### src/rtl/doa_pkg.sv
// Shared types, widths and the arctangent table of the two-antenna phase estimator.
package doa_pkg;

   // Field and accumulator widths.
   localparam int SAMPLE_BITS  = 16;
   localparam int PROD_W       = 2 * SAMPLE_BITS;
   localparam int COUNT_W      = 13;
   localparam int MAX_VECTOR   = 4096;
   localparam int SUM_W        = 29;
   localparam int CROSS_W      = 46;
   localparam int CROSS_LO_W   = CROSS_W / 2;
   localparam int CROSS_HI_W   = CROSS_W - CROSS_LO_W;
   localparam int MUL_W        = SUM_W + 1;
   localparam int MPROD_W      = 2 * MUL_W;
   localparam int DW           = 64;
   localparam int ANG_W        = 34;
   localparam int ANGLE_W      = 16;
   localparam int CORDIC_STEPS = 16;
   localparam int ITER_W       = $clog2(CORDIC_STEPS);
   localparam int REQ_W        = 4 * SAMPLE_BITS;
   localparam logic [COUNT_W-1:0] LEN_RESET = COUNT_W'(64);

   // Operations of the final covariance sequence, one multiply each.
   typedef enum logic [2:0] {
      MUL_DR_LO,
      MUL_DR_HI,
      MUL_DR_S_RR,
      MUL_DR_S_II,
      MUL_DI_LO,
      MUL_DI_HI,
      MUL_DI_S_IR,
      MUL_DI_S_RI
   } mul_op_type;

   typedef enum logic [2:0] {
      ST_ACCUM,
      ST_DRAIN,
      ST_MUL,
      ST_MUL_LAST,
      ST_LOAD,
      ST_SCALE,
      ST_ROTATE,
      ST_FINISH
   } state_type;

   // Commands from the controller to the datapath.
   typedef struct packed {
      logic               sample_valid;
      logic               clear_acc;
      logic               mul_valid;
      mul_op_type         mul_op;
      logic [COUNT_W-1:0] count;
      logic               cordic_load;
      logic               clear_sums;
      logic               prescale;
      logic               prerot;
      logic               rotate;
      logic [ITER_W-1:0]  iter;
      logic               out_load;
   } cmd_type;

   // Status from the datapath to the controller.
   typedef struct packed {
      logic degenerate;
      logic needs_scale;
   } status_type;

   // Arctangent of 2^-i in units of pi/2^31.
   function automatic logic [31:0] atan_lookup(input logic [4:0] idx);
      logic [31:0] v;
      case (idx)
         5'd0:  v = 32'h20000000;
         5'd1:  v = 32'h12E4051E;
         5'd2:  v = 32'h09FB385B;
         5'd3:  v = 32'h051111D4;
         5'd4:  v = 32'h028B0D43;
         5'd5:  v = 32'h0145D7E1;
         5'd6:  v = 32'h00A2F61E;
         5'd7:  v = 32'h00517C55;
         5'd8:  v = 32'h0028BE53;
         5'd9:  v = 32'h00145F2F;
         5'd10: v = 32'h000A2F98;
         5'd11: v = 32'h000517CC;
         5'd12: v = 32'h00028BE6;
         5'd13: v = 32'h000145F3;
         5'd14: v = 32'h0000A2FA;
         5'd15: v = 32'h0000517D;
         5'd16: v = 32'h000028BE;
         5'd17: v = 32'h0000145F;
         5'd18: v = 32'h00000A30;
         5'd19: v = 32'h00000518;
         5'd20: v = 32'h0000028C;
         5'd21: v = 32'h00000146;
         5'd22: v = 32'h000000A3;
         5'd23: v = 32'h00000051;
         default: v = 32'h0;
      endcase
      return v;
   endfunction

endpackage

### src/rtl/doa_ctrl.sv
// Controller: length register, sample count and the sequence of the final computation.
module doa_ctrl (
   input  logic                          clock,
   input  logic                          reset,
   input  logic                          csr_wr_en,
   input  logic [doa_pkg::COUNT_W-1:0]   csr_wr_data,
   input  logic                          req_tvalid,
   output logic                          req_tready,
   output logic                          rsp_tvalid,
   input  logic                          rsp_tready,
   input  doa_pkg::status_type           status,
   output doa_pkg::cmd_type              cmd
);
   import doa_pkg::*;

   state_type state_ff, state_in;
   logic [COUNT_W-1:0] len_ff, len_in, len_eff, count_ff, count_in, count_next;
   logic [2:0] step_ff, step_in;
   logic [ITER_W-1:0] iter_ff, iter_in;
   logic out_valid_ff, out_valid_in;
   logic accept;

   // Clamp the configured length to the supported range.
   always_comb begin
      len_in = csr_wr_en ? csr_wr_data : len_ff;
      if (len_ff == '0) begin
         len_eff = COUNT_W'(1);
      end else if (len_ff > COUNT_W'(MAX_VECTOR)) begin
         len_eff = COUNT_W'(MAX_VECTOR);
      end else begin
         len_eff = len_ff;
      end
   end

   // Next state and commands.
   always_comb begin
      state_in   = state_ff;
      count_in   = count_ff;
      step_in    = step_ff;
      iter_in    = iter_ff;
      count_next = count_ff + COUNT_W'(1);
      req_tready = 1'b0;
      accept     = 1'b0;
      cmd              = '0;
      cmd.count        = count_ff;
      cmd.mul_op       = mul_op_type'(step_ff);
      cmd.iter         = iter_ff;
      unique case (state_ff)
         ST_ACCUM: begin
            req_tready = 1'b1;
            accept     = req_tvalid;
            cmd.sample_valid = accept;
            if (accept) begin
               count_in = count_next;
               if (count_next >= len_eff) begin
                  state_in = ST_DRAIN;
               end
            end
         end
         ST_DRAIN: begin
            cmd.clear_acc = 1'b1;
            step_in  = '0;
            state_in = ST_MUL;
         end
         ST_MUL: begin
            cmd.mul_valid = 1'b1;
            step_in = step_ff + 3'd1;
            if (step_ff == 3'd7) begin
               state_in = ST_MUL_LAST;
            end
         end
         ST_MUL_LAST: begin
            state_in = ST_LOAD;
         end
         ST_LOAD: begin
            cmd.cordic_load = 1'b1;
            cmd.clear_sums  = 1'b1;
            count_in = '0;
            iter_in  = '0;
            state_in = status.degenerate ? ST_FINISH : ST_SCALE;
         end
         ST_SCALE: begin
            if (status.needs_scale) begin
               cmd.prescale = 1'b1;
            end else begin
               cmd.prerot = 1'b1;
               state_in   = ST_ROTATE;
            end
         end
         ST_ROTATE: begin
            cmd.rotate = 1'b1;
            iter_in = iter_ff + ITER_W'(1);
            if (iter_ff == ITER_W'(CORDIC_STEPS - 1)) begin
               state_in = ST_FINISH;
            end
         end
         ST_FINISH: begin
            if (!out_valid_ff || rsp_tready) begin
               cmd.out_load = 1'b1;
               state_in = ST_ACCUM;
            end
         end
         default: begin
            state_in = ST_ACCUM;
         end
      endcase
      out_valid_in = (out_valid_ff && !rsp_tready) || cmd.out_load;
   end

   // Control registers.
   always_ff @(posedge clock) begin
      if (reset) begin
         state_ff     <= ST_ACCUM;
         len_ff       <= LEN_RESET;
         count_ff     <= '0;
         step_ff      <= '0;
         iter_ff      <= '0;
         out_valid_ff <= 1'b0;
      end else begin
         state_ff     <= state_in;
         len_ff       <= len_in;
         count_ff     <= count_in;
         step_ff      <= step_in;
         iter_ff      <= iter_in;
         out_valid_ff <= out_valid_in;
      end
   end

   assign rsp_tvalid = out_valid_ff;

endmodule

### config.mk
export PLATFORM = sky130hd
export DESIGN_NAME = doa_ctrl
export DESIGN_NICKNAME = d
export VERILOG_FILES = /design/src/rtl/doa_pkg.sv /design/src/rtl/doa_ctrl.sv
export SDC_FILE = /design/constraint.sdc
export NUM_CORES = 1
export LEC_CHECK = 0
export ABC_AREA = 1
export BUFFER_PORTS_ARGS = -buffer_cell sky130_fd_sc_hd__buf_4
export CORE_ASPECT_RATIO = 1.1
export CORE_MARGIN = 2
export CORE_UTILIZATION = 58
export CTS_CLUSTER_DIAMETER = 100
export DETAILED_ROUTE_END_ITERATION = 8
export PLACE_DENSITY_LB_ADDON = 0.12
export SYNTH_ARGS = -nofsm -noshare
export SYNTH_HDL_FRONTEND = slang
export SYNTH_SLANG_ARGS = --single-unit
export TNS_END_PERCENT = 50
### constraint.sdc
create_clock -name clock -period 7.2 [get_ports clock]
set_input_delay 0 -clock clock [delete_from_list [all_inputs] [get_ports clock]]
set_output_delay 0 -clock clock [all_outputs]
set_load 0.01 [all_outputs]
# Word-level counts from Yosys, hierarchy flattened
# Index checks and enable logic that the tools add are counted.
# totals
register_bits	37
inputBits	20
word_cells	63
# classes
n_addsub	3
magnitude_cmp	2
n_eq_ne	15
mux	25
n_reduce_logical	12
# op_table
op	count
$mux 13	3
$pmux 13 s2	1
$pmux 3 s8	1
$mux 3	6
$eq 3x3->1 const B	5
$add 13x1->13 const B	1
$ge 13x13->1	1
$gt 13x13->1 const B	1
$logic_not 13->1	1
$ne 2x2->1 const B	6
$mux 1	9
$pmux 4 s2	1
$eq 3x2->1 const B	2
$mux 2	3
$pmux 3 s2	1
$reduce_and 6->1	1
$reduce_bool 2->1	3
$add 4x1->4 const B	1
$eq 4x4->1 const B	1
$add 3x1->3 const B	1
$eq 3x1->1 const B	1
$logic_not 3->1	1
$logic_not 1->1	2
$logic_or 1x1->1	2
2 further kinds	2

# Depth between registers and ports, before layout
# depth
ltp_word	7
depth_mapped	18

# Worst setup path before layout
# OpenSTA, ideal clock, no wires.
# synth_path
path_kind	register to register
start	register count_ff[0]
end	register state_ff[1]
setup_ps	115
arrival_ps	2219
required_ps	7085
path_slack_ps	4866
path_stages_with_launch	17
synth_period_minus_slack_ps	2334
cell_sequence	dfxtp_1 -> ha_1 -> nand2_1 -> nor2_2 -> nand2_1 -> inv_1 -> nand3_1 -> and2_1 -> ha_1 -> nand2_1 -> nand2_1 -> nand2_1 -> nand2_1 -> a21oi_1 -> nand4_2 -> a21oi_1 -> nor2_1
# synth_between
elab_chain_cells	4
# synth_rtl
item	line_no	source
start: declaration	doa_ctrl.sv:17	logic [COUNT_W-1:0] len_ff, len_in, len_eff, count_ff, count_in, count_next;
start signal: assignment	doa_ctrl.sv:122	count_ff <= count_in;
$add 13x1->13	doa_ctrl.sv:41	count_next = count_ff + COUNT_W'(1);
$ge 13x13->1	doa_ctrl.sv:55	if (count_next >= len_eff) begin
$ne 2x2->1 (no source line)	n/a	
$reduce_and 6->1 (no source line)	n/a	
end signal: assignment	doa_ctrl.sv:120	state_ff <= state_in;
end: declaration	doa_ctrl.sv:16	state_type state_ff, state_in;
# No other way between the ends.
# A chain may end at the register's enable or synchronous reset.

# Worst setup path in the final report
# layout_path
start	register count_ff[0]
end	register state_ff[0]
# The elaborated chain is that of the path after synthesis.

==> reports/results.tsv <==
stage	metric	value	unit
synth	synth_area_leaders	dfxtp_1 32%, nand2_1 14%, ha_1 9.2%	
die	die_w	64.2	microns
power_and_ir_drop	ir_drop	0.151	mV
worst_setup_path	cpMaxStageDelayCell	dfxtp_1	
detailed_routing	dr.pass1.iters	4	
grt	grt_pass1_wl	8.85	mm
worst_hold_path	hold_end	len_ff[6]	
synth	syn-num-nets	372	
detailed_routing	via_count	2284	
worst_setup_path	worstReg2RegStart	count_ff[0]	
synth	synth-edff-count	0	
worst_setup_path	reg2reg_depth	17	
synth	ys_top_cells_by_count	88 x nand2_1, 40 x nor2_1, 37 x dfxtp_1	
grt	grt-ovfl-total	0	
grt	grt_usage	24.5	%
worst_setup_path	critical_path_class	reg2reg	
clocking	cts_tree	done	
clocking	cts_buffer_depth	2	
worst_setup_path	worstPathCellList	ha_1, nand2_1, nor2_2, nand2_1, inv_1, nand3_1, and2_1, ha_1, nand2_1, nor2_1, inv_1, nor2_1, nand2_1, nand4_2, nand3_1, nand2_1, nor2_1	
worst_setup_path	crit_required	7.38	ns
clocking	cts_hold_buf	13	
timing	setup_slack	4.63	ns
placed_design	dp_hpwl	3.89	mm
die	rows	24	
worst_hold_path	hold_class	in2reg	
detailed_routing	final_antenna_net_count	0	
grt	grt_max_degree	20	
timing	max_freq	388	MHz
final_layout	area_delta_synth_final	26.0	%
clocking	clkTransAtPathRegs	0.07	ns
timing	worstMarginPinSlew	0.478	ns
synth	netlist_area	0.00231	sq mm
synth	synth_seq_cells	37	
worst_setup_path	cpLargestDelayFamily	simple AND/OR/NAND/NOR gates	
timing	setup_viol	0	
timing	drv_slew	0	
synth	synth_cell_types	31	
synth	yosysMostFrequentCell	nand2_1	
clocking	cts_setup_buffers	0	
clocking	worstSkewPairLatency	0.29	ns
timing	slew_headroom	68.1	%
die	die_h	70.2	microns
grt	antenna_found_initial	0	
die	start_util	59.2	%
worst_setup_path	r2r-end	state_ff[0]	
worst_setup_path	arrival	2.76	ns
synth	synth_warnings	0	
clocking	root_buffer	clkbuf_8	
final_layout	fillers	329	
final_layout	fin_util	74.6	%
placed_design	port_buffers	50	
final_layout	final_nets	432	
synth	yosys.area.top_type	dfxtp_1	
worst_setup_path	critPathBufInv	2	
final_layout	drive_gt1_share	20.5	%
power_and_ir_drop	power-per-cell-area	217	mW/mm^2
die	core	0.00390	sq mm
flow_run	maxCapViolations	0	
synth	ys.flop_type	dfxtp_1	
placed_design	post-place-ws	4.70	ns
synth	yosysTopAreaCellShare	32.0	%
synth	ys_seq_area_share	32.0	%
die	die-area	0.00451	sq mm
worst_setup_path	end_kind	flop	
timing	fin_skew	0.00343	ns
die	io_pins	51	
detailed_routing	wl	5.30	mm
synth	syn_area_per_cell	6.90	sq um
timing	finalCriticalPeriod	2.57	ns
worst_setup_path	r2r_setup_slack	4.63	ns
detailed_routing	via_per_inst	5.10	
worst_hold_path	hp-start	csr_wr_en	
synth	syn-instance-count	335	
timing	rsz0062_at_grt	no	
worst_hold_path	min_path_cells	3	
timing	hold_viol	0	
worst_setup_path	crit_path_start_kind	flop	
worst_setup_path	cp_max_fo	10	
worst_setup_path	cpMostUsedCell	nand2_1	
power_and_ir_drop	p_total	0.000632	W
clocking	htreeDepth	2	
detailed_routing	first_iter_violations	168	
clocking	cts_sinks	37	
grt	grt_pass1_vias	2045	
synth	synthArstFlopShare	0	%
worst_setup_path	critPathMaxStageDelay	0.53	ns
final_layout	num_antenna_cells	0	
clocking	cts_buffers	5	
timing	min_period_over_period	35.8	%
clocking	cts.repair.resized	0	
placed_design	gp_congestion	0.896	
power_and_ir_drop	p_leak	1.36	nW
timing	tns	0	ns
detailed_routing	wl_per_cell	11.8	microns
detailed_routing	drc	0	
status	status	complete, no violations	
==> cell type report <==
type	count	area, sq um	area share, %
multi-input combinational	250	1360	46.6
clock inverter	1	5.00	0.172
clock buffer	7	96.3	3.31
tap	52	65.1	2.23
timing repair buffer	63	505	17.4
inverter	38	143	4.90
sequential	37	741	25.4
==> power breakdown <==
group,switching [W],total (W),internal (W)
clock,0.0000730,0.000159,0.0000865
combinational,0.000132,0.000221,0.0000889
sequential,0.0000294,0.000251,0.000222
==> worst max path at each step <==
stage | startpoint | to | slack [ns] | cells after the start
final | count_ff[0] | state_ff[0] | 4.63 | 17
after global routing | count_ff[0] | state_ff[0] | 4.35 | 17
after CTS | count_ff[0] | state_ff[0] | 4.66 | 17
after detailed placement | count_ff[0] | state_ff[0] | 4.70 | 17
after global placement | count_ff[0] | state_ff[0] | 4.79 | 12
after floorplan | count_ff[0] | state_ff[1] | 4.87 | 16
==> worst min-delay path, cell delays in order <==
cell and delay [ns]:
buf_4 0.14, nand2_1 0.06, nand3_1 0.07
==> kinds of logic (layout without fill, tap and decap cells) <==
group / after synthesis / count (layout) / share of synthesized area (%)
compound gates: 49 / 49 / 11.3
xor+xnor: 7 / 7 / 2.65
fa+ha+maj: 17 / 17 / 9.20
buf+inv: 48 / 109 / 9.25
flops: 37 / 37 / 32.0
simple gates: 177 / 177 / 35.6
==> through the flow <==
stage | hold WS [ns] | instance area [sq um] | std cells
after floorplan | 0.0475 | 2310 | 335
after CTS | 0.00999 | 2910 | 448
final | 0.0114 | 2910 | 448
after global routing | 0.0248 | 2910 | 448
after detailed placement | 0.228 | 2680 | 427
after global placement | 0.218 | 2680 | 427
==> layer usage <==
layer  vias up  routed length (microns)  GRT usage, %
met4         0                       72          8.04
met3         8                      257          3.86
met2        52                     2570          41.6
met5         -                        0             0
li1       1205                        -             -
met1      1019                     2400          31.8
==> sequential cells by signal (all words and copies together), names as in the netlist <==
name and count:
state_ff 3, step_ff 3, rsp_tvalid 1, iter_ff 4
len_ff 13, count_ff 13
==> cell usage in the layout, fill, tap and decap left out, types with 3 or more instances in the layout <==
master,netlist,final
nor2_2,3,3
nor2_1,40,40
nand2_1,88,88
nor2_4,3,3
xor2_1,7,7
nand3_1,14,14
clkbuf_8,1,7
ha_1,17,17
and2_1,3,3
nor4_1,4,4
nor3_1,7,7
dfxtp_1,37,37
o21ai_0,17,17
buf_4,2,50
a21oi_1,28,28
dlygate4sd3_1,0,13
nand4_1,4,4
inv_1,36,36
o21ai_2,3,3
(Power assumes the default switching activity.)
